`config.mk`:
```
export PLATFORM = sky130hd
export DESIGN_NAME = graded_mesh_node_generator_unit_flat
export DESIGN_NICKNAME = d
export VERILOG_FILES = /design/src/rtl/core/gmng_pkg.sv /design/src/rtl/core/gmng_if.sv /design/src/rtl/core/gmng_mul32.sv /design/src/rtl/core/gmng_div.sv /design/src/rtl/core/graded_mesh_node_generator_unit.sv /design/src/flat_wrapper.sv
export VERILOG_INCLUDE_DIRS = /design/src /design/src/rtl/core
export SDC_FILE = /design/constraint.sdc
export NUM_CORES = 2
export LEC_CHECK = 0
export BUFFER_PORTS_ARGS = -buffer_cell sky130_fd_sc_hd__buf_2
export CORE_UTILIZATION = 60
export DETAILED_ROUTE_END_ITERATION = 6
export PLACE_DENSITY = 0.79
export RECOVER_POWER = 50
export SETUP_SLACK_MARGIN = 0.4
export SLEW_MARGIN = 20
export SYNTH_ARGS = -nofsm -noshare
export SYNTH_HDL_FRONTEND = slang
export SYNTH_HIERARCHICAL = 1
export SYNTH_SLANG_ARGS = --single-unit
```
`constraint.sdc`:
```
create_clock -name clk_i -period 15.7 [get_ports clk_i]
set_input_delay 1.57 -clock clk_i [delete_from_list [all_inputs] [get_ports clk_i]]
set_output_delay 1.57 -clock clk_i [all_outputs]
set_load 0.01 [all_outputs]
```
`src/rtl/core/graded_mesh_node_generator_unit_defines.svh`:
```
// Assertion macros shared by the graded mesh node generator RTL.
// The macros expect clk_i and rst_ni to be visible in the module that uses them.
`ifndef GRADED_MESH_NODE_GENERATOR_UNIT_DEFINES_SVH
`define GRADED_MESH_NODE_GENERATOR_UNIT_DEFINES_SVH

// The consequent must hold in the same cycle as the antecedent.
`define GMNG_ASSERT(lbl, ante, cons, msg) \
  lbl: assert property (@(posedge clk_i) disable iff (!rst_ni) (ante) |-> (cons)) \
    else $error(msg);

// The consequent must hold in the cycle after the antecedent.
`define GMNG_ASSERT_NEXT(lbl, ante, cons, msg) \
  lbl: assert property (@(posedge clk_i) disable iff (!rst_ni) (ante) |=> (cons)) \
    else $error(msg);

`endif

```
`src/rtl/core/gmng_pkg.sv`:
```
// Package of the graded mesh node generator: widths, codes, states and types.
// No dependencies; gmng_div, the top level and the testbench import it.
`default_nettype none

package gmng_pkg;

  localparam int unsigned IdxW = 11;   // node index and cell count
  localparam int unsigned PowW = 60;   // Q28 powers stay below 2^60
  localparam int unsigned DenW = 62;   // divisor of a node division
  localparam int unsigned DvdW = 95;   // L * a + d/2 stays below 2^95
  localparam int unsigned QW   = 33;   // quotient bits the divider produces

  localparam logic [PowW-1:0] OneQ28  = 60'h000_0000_1000_0000;
  localparam logic [31:0]     OneQ28R = 32'h1000_0000;

  typedef enum logic [2:0] {
    ST_OK         = 3'd0,
    ST_OVERFLOW   = 3'd1,
    ST_ZERO_WIDTH = 3'd2,
    ST_BELOW_MIN  = 3'd3,
    ST_RANGE      = 3'd4
  } status_e;

  typedef enum logic [2:0] {
    CFG_CELL_COUNT = 3'd0,
    CFG_AXIS_LEN   = 3'd1,
    CFG_MODE       = 3'd2,
    CFG_RATIO      = 3'd3,
    CFG_SIDE       = 3'd4,
    CFG_MIN_WIDTH  = 3'd5
  } cfg_idx_e;

  typedef enum logic [1:0] {
    SIDE_START = 2'd0,
    SIDE_END   = 2'd1,
    SIDE_BOTH  = 2'd2,
    SIDE_UNIF  = 2'd3
  } side_e;

  typedef enum logic [3:0] {
    S_IDLE,
    S_PSTEP,
    S_PMUL_HI,
    S_PMUL_LO,
    S_PCHK,
    S_DEN,
    S_NMUL_HI,
    S_NMUL_LO,
    S_DIV_START,
    S_DIV_WAIT,
    S_NODE_UPD,
    S_MID_W,
    S_MIN_MUL,
    S_MIN_CHK,
    S_DONE
  } state_e;

  typedef struct packed {
    logic busy;
    logic done;
  } div_stat_t;

endpackage

`default_nettype wire

```
`src/rtl/core/gmng_if.sv`:
```
// Stream interfaces of the graded mesh node generator: query in, result out.
// Depends on nothing; valid/ready handshake, one transaction per edge with both high.
`default_nettype none

interface gmng_in_if;
  logic        valid;
  logic        ready;
  logic [10:0] node_index;

  modport source (output valid, output node_index, input ready);
  modport sink   (input valid, input node_index, output ready);
endinterface

interface gmng_out_if;
  logic        valid;
  logic        ready;
  logic [31:0] node_coord;
  logic [2:0]  grading_status;

  modport source (output valid, output node_coord, output grading_status, input ready);
  modport sink   (input valid, input node_coord, input grading_status, output ready);
endinterface

`default_nettype wire

```
`src/rtl/core/gmng_mul32.sv`:
```
// Shared 32 x 32 multiplier with a registered product.
// Depends on nothing but its operands.
`default_nettype none

module gmng_mul32 (
  input  logic        clk_i,
  input  logic [31:0] a_i,
  input  logic [31:0] b_i,
  output logic [63:0] prod_o
);

  logic [63:0] prod_q;

  always_ff @(posedge clk_i) begin
    prod_q <= 64'(a_i) * 64'(b_i);
  end

  assign prod_o = prod_q;

endmodule

`default_nettype wire

```
`src/rtl/core/gmng_div.sv`:
```
// Bit-serial restoring divider for round(L * a / d), one quotient bit per cycle.
// Depends on gmng_pkg; the caller guarantees dividend >> 33 is below the divisor.
`default_nettype none

module gmng_div (
  input  logic                      clk_i,
  input  logic                      rst_ni,
  input  logic                      start_i,
  input  logic [gmng_pkg::DvdW-1:0] dividend_i,
  input  logic [gmng_pkg::DenW-1:0] divisor_i,
  output logic [gmng_pkg::QW-1:0]   quot_o,
  output gmng_pkg::div_stat_t       stat_o
);
  import gmng_pkg::*;

  localparam int unsigned CntW = $clog2(QW + 1);

  logic [DenW-1:0] rem_q, dv_q;
  logic [QW-1:0]   sh_q, q_q;
  logic [CntW-1:0] cnt_q;
  logic            busy_q, done_q;

  logic [DenW:0]   trial;
  logic [DenW+1:0] diff;
  logic            ge;

  // The upper dividend bits already lie below the divisor, so only the
  // low QW bits need a trial subtraction.
  assign trial = {rem_q, sh_q[QW-1]};
  assign diff  = {1'b0, trial} - {2'b00, dv_q};
  assign ge    = ~diff[DenW+1];

  always_ff @(posedge clk_i or negedge rst_ni) begin
    if (!rst_ni) begin
      busy_q <= 1'b0;
      done_q <= 1'b0;
      cnt_q  <= '0;
    end else begin
      done_q <= 1'b0;
      if (start_i) begin
        busy_q <= 1'b1;
        cnt_q  <= CntW'(QW);
      end else if (busy_q) begin
        cnt_q <= cnt_q - 1'b1;
        if (cnt_q == CntW'(1)) begin
          busy_q <= 1'b0;
          done_q <= 1'b1;
        end
      end
    end
  end

  always_ff @(posedge clk_i) begin
    if (start_i) begin
      rem_q <= dividend_i[DvdW-1:QW];
      sh_q  <= dividend_i[QW-1:0];
      dv_q  <= divisor_i;
      q_q   <= '0;
    end else if (busy_q) begin
      rem_q <= ge ? diff[DenW-1:0] : trial[DenW-1:0];
      sh_q  <= {sh_q[QW-2:0], 1'b0};
      q_q   <= {q_q[QW-2:0], ge};
    end
  end

  assign quot_o      = q_q;
  assign stat_o.busy = busy_q;
  assign stat_o.done = done_q;

endmodule

`default_nettype wire

```
`src/rtl/core/graded_mesh_node_generator_unit.sv`:
```
// Graded mesh node generator: a query carries a node index, the result carries
// that node's Q16.16 coordinate on the configured axis and a status code.
// Channels: in_i (node_index) and out_o (node_coord, grading_status), both
// valid/ready; a transaction happens at an edge with valid and ready high.
// Configuration: cfg_we_i, cfg_idx_i, cfg_data_i, to be written only while
// idle; the block does not enforce it. One query is worked at a time;
// in_i.ready is high only in the idle state. An index out of range or a zero
// length goes straight to the result; a uniform node takes two multiplier
// passes and 33 divider steps. Geometric mode checks the whole node set: a
// power pass (none for the uniform side) and a node pass over T = cell count
// (half of it for both-ends clustering).
// The result sits in an output register; a new query may start while it
// waits, and a finished query holds in its last state until the register
// frees. A stalled receiver therefore stalls the block after one query.
// Reset loads the default axis (one cell, length 1.0, uniform) and empties
// the output register.
`default_nettype none

module graded_mesh_node_generator_unit #(
  parameter int unsigned MAX_CELLS = 1024
) (
  input  wire logic        clk_i,
  input  wire logic        rst_ni,
  input  wire logic        cfg_we_i,
  input  wire logic [2:0]  cfg_idx_i,
  input  wire logic [31:0] cfg_data_i,
  gmng_in_if.sink          in_i,
  gmng_out_if.source       out_o
);
  import gmng_pkg::*;
  `include "graded_mesh_node_generator_unit_defines.svh"

  // Configuration registers.
  logic [IdxW-1:0] cc_q;
  logic [31:0]     len_q, ratio_q, mrw_q;
  logic            mode_q;
  logic [1:0]      side_q;

  always_ff @(posedge clk_i or negedge rst_ni) begin
    if (!rst_ni) begin
      cc_q    <= 11'd1;
      len_q   <= 32'd65536;
      mode_q  <= 1'b0;
      ratio_q <= 32'd268435456;
      side_q  <= 2'd0;
      mrw_q   <= 32'd4295;
    end else if (cfg_we_i) begin
      case (cfg_idx_e'(cfg_idx_i))
        CFG_CELL_COUNT: cc_q    <= cfg_data_i[IdxW-1:0];
        CFG_AXIS_LEN:   len_q   <= cfg_data_i;
        CFG_MODE:       mode_q  <= cfg_data_i[0];
        CFG_RATIO:      ratio_q <= cfg_data_i;
        CFG_SIDE:       side_q  <= cfg_data_i[1:0];
        CFG_MIN_WIDTH:  mrw_q   <= cfg_data_i;
        default: ;
      endcase
    end
  end

  // Effective axis.
  logic [IdxW-1:0] n_eff, m_half;
  logic            n_odd, r_gt_one;
  side_e           side;

  always_comb begin
    if (cc_q == '0) begin
      n_eff = IdxW'(1);
    end else if (32'(cc_q) > MAX_CELLS) begin
      n_eff = IdxW'(MAX_CELLS);
    end else begin
      n_eff = cc_q;
    end
  end
  assign m_half   = n_eff >> 1;
  assign n_odd    = n_eff[0];
  assign r_gt_one = ratio_q > OneQ28R;
  assign side     = side_e'(side_q);

  // Sequencer registers.
  state_e          state_q, state_d;
  logic [IdxW-1:0] i_q, i_d, top_q, top_d, kk_q, kk_d;
  logic            flip_q, flip_d, idx_src_q, idx_src_d, single_q, single_d;
  logic            node_ph_q, node_ph_d, mid_ph_q, mid_ph_d, zero_q, zero_d;
  logic [PowW-1:0] p_q, p_d, th_q, th_d, mid_q, mid_d;
  logic [DenW-1:0] d_q, d_d;
  logic [31:0]     ypp_q, ypp_d, yprev_q, yprev_d, small_q, small_d, cap_q, cap_d;
  status_e         status_q, status_d;
  logic            out_valid_q, out_valid_d;
  logic [31:0]     out_coord_q, out_coord_d;
  logic [2:0]      out_status_q, out_status_d;

  // Shared units.
  logic [31:0]     mul_a, mul_b;
  logic [63:0]     prod;
  logic            div_start;
  logic [DvdW-1:0] dividend;
  logic [QW-1:0]   quot;
  div_stat_t       div_st;

  gmng_mul32 u_mul (
    .clk_i  (clk_i),
    .a_i    (mul_a),
    .b_i    (mul_b),
    .prod_o (prod)
  );

  gmng_div u_div (
    .clk_i      (clk_i),
    .rst_ni     (rst_ni),
    .start_i    (div_start),
    .dividend_i (dividend),
    .divisor_i  (d_q),
    .quot_o     (quot),
    .stat_o     (div_st)
  );

  // Datapath terms.
  logic [31:0]     r_sel;
  logic [64:0]     lo_sum;
  logic [PowW:0]   v_pow;
  logic            pow_fail;
  logic [PowW-1:0] pm1, a_val;
  logic [31:0]     y, w, y_a;
  logic [33:0]     mid_w;
  logic [IdxW-1:0] k_in;

  assign r_sel    = mid_ph_q ? (ratio_q - OneQ28R) : ratio_q;
  assign lo_sum   = {1'b0, prod} + 65'h0_0800_0000;
  assign v_pow    = {1'b0, th_q[PowW-5:0], 4'b0000} + {24'b0, lo_sum[64:28]};
  assign pow_fail = (|th_q[PowW-1:PowW-4]) | v_pow[PowW];
  assign pm1      = p_q - OneQ28;
  assign a_val    = idx_src_q ? {{(PowW-IdxW){1'b0}}, i_q} : pm1;
  assign dividend = {3'b000, th_q, 32'b0} + {31'b0, prod} + {34'b0, d_q[DenW-1:1]};
  assign y        = quot[31:0];
  assign w        = y - yprev_q;
  assign y_a      = n_odd ? yprev_q : ypp_q;
  assign mid_w    = {2'b00, len_q} - {2'b00, y_a} - {2'b00, yprev_q};
  assign k_in     = in_i.node_index;

  always_comb begin
    state_d      = state_q;
    i_d          = i_q;
    top_d        = top_q;
    kk_d         = kk_q;
    flip_d       = flip_q;
    idx_src_d    = idx_src_q;
    single_d     = single_q;
    node_ph_d    = node_ph_q;
    mid_ph_d     = mid_ph_q;
    zero_d       = zero_q;
    p_d          = p_q;
    th_d         = th_q;
    mid_d        = mid_q;
    d_d          = d_q;
    ypp_d        = ypp_q;
    yprev_d      = yprev_q;
    small_d      = small_q;
    cap_d        = cap_q;
    status_d     = status_q;
    out_valid_d  = out_valid_q;
    out_coord_d  = out_coord_q;
    out_status_d = out_status_q;
    mul_a        = '0;
    mul_b        = '0;
    div_start    = 1'b0;
    in_i.ready   = 1'b0;

    if (out_valid_q && out_o.ready) begin
      out_valid_d = 1'b0;
    end

    case (state_q)
      S_IDLE: begin
        in_i.ready = 1'b1;
        if (in_i.valid) begin
          zero_d    = 1'b0;
          small_d   = len_q;
          status_d  = ST_OK;
          cap_d     = '0;
          flip_d    = 1'b0;
          kk_d      = k_in;
          single_d  = 1'b0;
          idx_src_d = 1'b0;
          node_ph_d = 1'b0;
          mid_ph_d  = 1'b0;
          p_d       = OneQ28;
          i_d       = '0;
          if (k_in > n_eff) begin
            status_d = ST_RANGE;
            state_d  = S_DONE;
          end else if (len_q == '0) begin
            status_d = ST_ZERO_WIDTH;
            state_d  = S_DONE;
          end else if (!mode_q || !r_gt_one) begin
            single_d  = 1'b1;
            idx_src_d = 1'b1;
            i_d       = k_in;
            d_d       = {{(DenW-IdxW){1'b0}}, n_eff};
            state_d   = S_NMUL_HI;
          end else if (side == SIDE_UNIF) begin
            idx_src_d = 1'b1;
            node_ph_d = 1'b1;
            top_d     = n_eff;
            d_d       = {{(DenW-IdxW){1'b0}}, n_eff};
            state_d   = S_NMUL_HI;
          end else begin
            top_d   = (side == SIDE_BOTH) ? m_half : n_eff;
            state_d = S_PSTEP;
            if (side == SIDE_END) begin
              kk_d   = n_eff - k_in;
              flip_d = 1'b1;
            end else if (side == SIDE_BOTH && k_in > m_half) begin
              kk_d   = n_eff - k_in;
              flip_d = 1'b1;
            end
          end
        end
      end

      S_PSTEP: begin
        if (i_q == top_q) begin
          if (side == SIDE_BOTH && n_odd) begin
            mid_ph_d = 1'b1;
            state_d  = S_PMUL_HI;
          end else begin
            state_d = S_DEN;
          end
        end else begin
          state_d = S_PMUL_HI;
        end
      end

      S_PMUL_HI: begin
        mul_a   = {4'b0000, p_q[PowW-1:32]};
        mul_b   = r_sel;
        state_d = S_PMUL_LO;
      end

      S_PMUL_LO: begin
        th_d    = prod[PowW-1:0];
        mul_a   = p_q[31:0];
        mul_b   = r_sel;
        state_d = S_PCHK;
      end

      S_PCHK: begin
        if (pow_fail) begin
          status_d = ST_OVERFLOW;
          state_d  = S_DONE;
        end else if (mid_ph_q) begin
          mid_d   = v_pow[PowW-1:0];
          state_d = S_DEN;
        end else begin
          p_d     = v_pow[PowW-1:0];
          i_d     = i_q + 1'b1;
          state_d = node_ph_q ? S_NMUL_HI : S_PSTEP;
        end
      end

      S_DEN: begin
        if (side == SIDE_BOTH) begin
          d_d = {1'b0, pm1, 1'b0} + (n_odd ? {2'b00, mid_q} : '0);
        end else begin
          d_d = {2'b00, pm1};
        end
        p_d       = OneQ28;
        i_d       = '0;
        node_ph_d = 1'b1;
        mid_ph_d  = 1'b0;
        state_d   = S_NMUL_HI;
      end

      S_NMUL_HI: begin
        mul_a   = len_q;
        mul_b   = {4'b0000, a_val[PowW-1:32]};
        state_d = S_NMUL_LO;
      end

      S_NMUL_LO: begin
        th_d    = prod[PowW-1:0];
        mul_a   = len_q;
        mul_b   = a_val[31:0];
        state_d = S_DIV_START;
      end

      S_DIV_START: begin
        div_start = 1'b1;
        state_d   = S_DIV_WAIT;
      end

      S_DIV_WAIT: begin
        if (div_st.done) begin
          state_d = S_NODE_UPD;
        end
      end

      S_NODE_UPD: begin
        if (single_q) begin
          cap_d   = y;
          state_d = S_DONE;
        end else begin
          if (i_q != '0) begin
            if (y <= yprev_q) begin
              zero_d = 1'b1;
            end else if (w < small_q) begin
              small_d = w;
            end
          end
          ypp_d   = yprev_q;
          yprev_d = y;
          if (i_q == kk_q) begin
            cap_d = y;
          end
          if (i_q == top_q) begin
            state_d = (side == SIDE_BOTH) ? S_MID_W : S_MIN_MUL;
          end else if (idx_src_q) begin
            i_d     = i_q + 1'b1;
            state_d = S_NMUL_HI;
          end else begin
            state_d = S_PMUL_HI;
          end
        end
      end

      // The middle cell of a both-ends axis (odd count) or the one past the middle.
      S_MID_W: begin
        if (mid_w[33] || mid_w == '0) begin
          zero_d = 1'b1;
        end else if (mid_w[31:0] < small_q) begin
          small_d = mid_w[31:0];
        end
        state_d = S_MIN_MUL;
      end

      S_MIN_MUL: begin
        mul_a   = mrw_q;
        mul_b   = len_q;
        state_d = S_MIN_CHK;
      end

      S_MIN_CHK: begin
        if (zero_q) begin
          status_d = ST_ZERO_WIDTH;
        end else if ({small_q, 32'b0} < prod) begin
          status_d = ST_BELOW_MIN;
        end
        state_d = S_DONE;
      end

      S_DONE: begin
        if (!out_valid_q || out_o.ready) begin
          out_valid_d  = 1'b1;
          out_status_d = status_q;
          if (status_q != ST_OK) begin
            out_coord_d = '0;
          end else begin
            out_coord_d = flip_q ? (len_q - cap_q) : cap_q;
          end
          state_d = S_IDLE;
        end
      end

      default: state_d = S_IDLE;
    endcase
  end

  always_ff @(posedge clk_i or negedge rst_ni) begin
    if (!rst_ni) begin
      state_q     <= S_IDLE;
      out_valid_q <= 1'b0;
    end else begin
      state_q     <= state_d;
      out_valid_q <= out_valid_d;
    end
  end

  always_ff @(posedge clk_i) begin
    i_q          <= i_d;
    top_q        <= top_d;
    kk_q         <= kk_d;
    flip_q       <= flip_d;
    idx_src_q    <= idx_src_d;
    single_q     <= single_d;
    node_ph_q    <= node_ph_d;
    mid_ph_q     <= mid_ph_d;
    zero_q       <= zero_d;
    p_q          <= p_d;
    th_q         <= th_d;
    mid_q        <= mid_d;
    d_q          <= d_d;
    ypp_q        <= ypp_d;
    yprev_q      <= yprev_d;
    small_q      <= small_d;
    cap_q        <= cap_d;
    status_q     <= status_d;
    out_coord_q  <= out_coord_d;
    out_status_q <= out_status_d;
  end

  assign out_o.valid          = out_valid_q;
  assign out_o.node_coord     = out_coord_q;
  assign out_o.grading_status = out_status_q;

  `GMNG_ASSERT(div_done_in_wait_a, div_st.done, state_q == S_DIV_WAIT, "divider finished outside its wait state")
  `GMNG_ASSERT_NEXT(div_busy_after_start_a, state_q == S_DIV_START, div_st.busy, "divider not busy after start")
  `GMNG_ASSERT(coord_zero_on_fault_a, out_valid_q && out_status_q != ST_OK, out_coord_q == '0, "nonzero coordinate with a fault status")
  `GMNG_ASSERT(status_code_a, out_valid_q, out_status_q <= ST_RANGE, "status code beyond the defined set")

endmodule

`default_nettype wire

```
`src/flat_wrapper.sv`:
```
// flat-port wrapper written by rule: the top's interface ports become plain ports
module graded_mesh_node_generator_unit_flat import gmng_pkg::*;
#(
  parameter int unsigned MAX_CELLS = 1024
)
  (clk_i, rst_ni, cfg_we_i, cfg_idx_i, cfg_data_i, in_i_valid, in_i_node_index, in_i_ready, out_o_valid, out_o_node_coord, out_o_grading_status, out_o_ready);
  gmng_in_if in_i_i ();
  gmng_out_if out_o_i ();
  input  wire logic clk_i;
  input  wire logic rst_ni;
  input  wire logic cfg_we_i;
  input  wire logic [2:0] cfg_idx_i;
  input  wire logic [31:0] cfg_data_i;
  input wire logic [$bits(in_i_i.valid)-1:0] in_i_valid;
  input wire logic [$bits(in_i_i.node_index)-1:0] in_i_node_index;
  output wire logic [$bits(in_i_i.ready)-1:0] in_i_ready;
  output wire logic [$bits(out_o_i.valid)-1:0] out_o_valid;
  output wire logic [$bits(out_o_i.node_coord)-1:0] out_o_node_coord;
  output wire logic [$bits(out_o_i.grading_status)-1:0] out_o_grading_status;
  input wire logic [$bits(out_o_i.ready)-1:0] out_o_ready;
  assign in_i_i.valid = in_i_valid;
  assign in_i_i.node_index = in_i_node_index;
  assign in_i_ready = in_i_i.ready;
  assign out_o_valid = out_o_i.valid;
  assign out_o_node_coord = out_o_i.node_coord;
  assign out_o_grading_status = out_o_i.grading_status;
  assign out_o_i.ready = out_o_ready;
  graded_mesh_node_generator_unit #(.MAX_CELLS(MAX_CELLS)) u_core (.clk_i(clk_i), .rst_ni(rst_ni), .cfg_we_i(cfg_we_i), .cfg_idx_i(cfg_idx_i), .cfg_data_i(cfg_data_i), .in_i(in_i_i), .out_o(out_o_i));
endmodule
```
==> results.tsv <==
stage	metric	value	unit
clock_network	count of cells resized by post-cts repair	0	
job	number of maximum-capacitance constraint violations	18	
setup_path	reg-to-reg startpoint	u_core/state_q[0]$_DFFE_PN0P_	
sta	total of endpoints with negative setup slack in the final report	0	
placement	Port Buffer Count	87	
sta	Hold Fails Final Rpt	0	
sta	WHS	0.431	ns
sta	final setup skew	0.0764	ns
logic_synthesis	post-synthesis instance area	91200	um^2
floorplanning	placeable core region	150000	um^2
sta	worst-case headroom to the max-slew limit	-439	%
cells_and_area	Final Util	64.6	%
floorplanning	die area	154000	um^2
clock_network	post-CTS clock slew at the launch and capture registers of the worst setup and hold paths	0.06	ns
clock_network	setup bufs post-CTS	0	
setup_path	type of the worst setup path	flop to flop	
grt	aggregate global-route resource usage	41.2	%
cells_and_area	fraction of layout cells with a size suffix above 1	6.63	%
setup_path	most used cell, CP	fa_1	
cells_and_area	fill cell instance count of the final layout	12500	
placement	Post-Place Worst Slack	4.88	ns
outcome	outcome	finished with violations	
power	maximum VDD drop	0.166	mV
drt	total length of routed wires	313	mm
setup_path	category of cells accounting for the largest share of critical-path delay	adder cells	
floorplanning	die outline height	392	um
drt	count of vias placed by the detailed router	73900	
clock_network	# H-tree levels	3	
min_path	worst min-delay path class	flop to flop	
clock_network	number of buffers inserted by hold repair at cts	0	
clock_network	number of buffers inserted during clock tree synthesis	96	
sta	RSZ-0062 raised after global routing	false	
min_path	Min-Delay Startpoint	u_core/d_q[0]$_DFFE_PP_	
drt	drt via density	6.32	
drt	average wire length per cell after detail routing	26.8	um
setup_path	Crit path largest cell delay	1.11	ns
clock_network	root buffer cell	clkbuf_16	
grt	antenna violations before repair	44	
grt	total overflow reported by the global router	0	
clock_network	maximum number of buffers from clock root to sink	3	
sta	crit share post-route	73.9	%
logic_synthesis	cell count after synthesis	9674	
drt	remaining number of nets flagged by the antenna check after routing	0	
sta	final number of max-transition violations	842	
sta	final critical delay including setup and external delays	11.60	ns
setup_path	Data arrival, critical path	12.25	ns
grt	pin count of the biggest net entering global routing	155	
setup_path	endpoint kind of the worst setup timing path	flop	
placement	weighted congestion reported at the end of routability-driven placement	1.03	
clock_network	CTS Sinks	823	
power	power density cells	209	nW/um^2
grt	vias in the first global route	75400	
drt	DRC marker count from the first detailed-route iteration	7927	
sta	Fin Setup TNS	0	ns
floorplanning	floorplan die width	392	um
placement	detailed-placement wirelength estimate	242	mm
sta	crit path setup slack, layout	4.10	ns
grt	wire length of the first global-routing pass	467	mm
setup_path	CP startpoint kind	flop	
setup_path	Critical path origin	u_core/state_q[0]$_DFFE_PN0P_	
logic_synthesis	Yosys Warn Count	6	
floorplanning	Site Rows	142	
power	post-layout total power	20.3	mW
logic_synthesis	Avg Synthesized Cell Area	9.43	um^2
drt	DR DRC count	31	
drt	total iterations of the first detailed-routing run	7	
power	Leakage	44.0	nW
setup_path	critical path data required time	16.35	ns
sta	max frequency	86.2	MHz
cells_and_area	number of nets in the layout	11300	
setup_path	Buffers & Inverters on Critical Path	8	
sta	transition time at the pin with the least slew margin	8.08	ns
cells_and_area	Area growth, synth to finish	6.45	%
outcome	violations in the final reports	design-rule violations, max-capacitance violations, max-slew violations	
floorplanning	Ports	88	
clock_network	worst-skew pair later-pin latency	0.78	ns
setup_path	largest driver fanout on the critical path	30	
clock_network	clock tree from TritonCTS	yes	
setup_path	worst-path cell with the longest stage delay	clkbuf_1	
floorplanning	effective utilization at floorplan	60.7	%
worst reg2reg max path, delay by kind of cell, from the launching register on:
kind / cells / cell delay (ns)
xor+xnor: 1 / 0.14
fa+ha+maj: 9 / 4.56
simple gates: 5 / 1.62
flops: 1 / 0.32
compound gates: 10 / 2.72
buf+inv: 8 / 2.13
placed cells by master (no fill, tap or decap), drive strengths merged, types with 58 or more instances in the layout:
| cell type | n |
|---|---|
| nor4 | 60 |
| nand2 | 975 |
| o21bai | 67 |
| nor3 | 128 |
| nand3 | 133 |
| xor2 | 212 |
| nand4 | 97 |
| and2 | 749 |
| nor2 | 465 |
| a22oi | 74 |
| mux2 | 196 |
| dfxtp | 96 |
| mux2i | 61 |
| edfxtp | 604 |
| a31oi | 58 |
| clkbuf | 198 |
| and3 | 63 |
| ha | 766 |
| a21o | 233 |
| o21ai | 344 |
| inv | 1284 |
| buf | 161 |
| a21oi | 514 |
| fa | 934 |
| xnor2 | 303 |
| nor2b | 77 |
| nand2b | 67 |
| a211oi | 86 |
| dfrtp | 114 |
path summary, 6_finish.rpt:
kind / endpoint / slack [ns] / cells past startpoint
worst max-delay path: u_core/u_mul/prod_o[61]$_DFF_P_ / 4.10 / 33
worst min-delay path: u_core/u_div/dv_q[0]$_DFFE_PP_ / 0.43 / 0
worst max register to register: u_core/u_mul/prod_o[61]$_DFF_P_ / 4.10 / 33
worst min register to register: u_core/u_div/dv_q[0]$_DFFE_PP_ / 0.43 / 0
max in group asynchronous: u_core/u_div/busy_q$_DFF_PN0_ / 8.90 / 2
min in group asynchronous: u_core/len_q[10]$_DFFE_PN0P_ / 2.13 / 1
sequential cells by signal, indices dropped and copies added (netlist names), 6 cells and up:
name	count
u_core/top_q	11
u_core/kk_q	11
u_core/len_q	32
u_core/cap_q	32
u_core/yprev_q	32
u_core/u_mul/prod_o	64
u_core/u_div/dv_q	62
u_core/u_div/cnt_q	6
u_core/mid_q	60
u_core/u_div/quot_o	32
u_core/ypp_q	32
u_core/p_q	60
u_core/ratio_q	32
u_core/i_q	11
u_core/d_q	62
u_core/out_o.node_coord	32
u_core/u_div/sh_q	33
u_core/cc_q	11
u_core/th_q	60
u_core/u_div/rem_q	62
u_core/small_q	32
u_core/mrw_q	32
where the power goes:
| group | total [mW] | switching [mW] | internal (mW) |
|---|---|---|---|
| logic | 13.9 | 8.89 | 5.00 |
| registers | 4.00 | 0.776 | 3.22 |
| clock network | 2.42 | 1.05 | 1.37 |
stage by stage:
step | instance area, um^2 | std cells
detailed placement | 93800 | 11500
global route | 97000 | 11700
global placement | 93800 | 11500
floorplan | 91200 | 9675
CTS | 97200 | 11700
finish | 97100 | 11700
cell type report:
type / count / area (um^2) / share of cell area, %
well taps: 2016 / 2520 / 2.60
diodes: 41 / 103 / 0.106
flip-flops and latches: 823 / 23100 / 23.8
repair buffers: 231 / 1350 / 1.39
multi-input cells: 7137 / 61800 / 63.6
clock inverters: 50 / 653 / 0.673
clock buffers: 128 / 2730 / 2.81
inverters: 1275 / 4790 / 4.93
metal layers:
layer	up-vias	GRT usage, %	wire, um
met4	14	30.5	26600
met3	1054	10.2	31500
met2	4088	63.2	139000
met1	36400	50.6	116000
met5	-	0	109
li1	32400	-	-
Note: power is estimated with default switching activity, not from simulation.
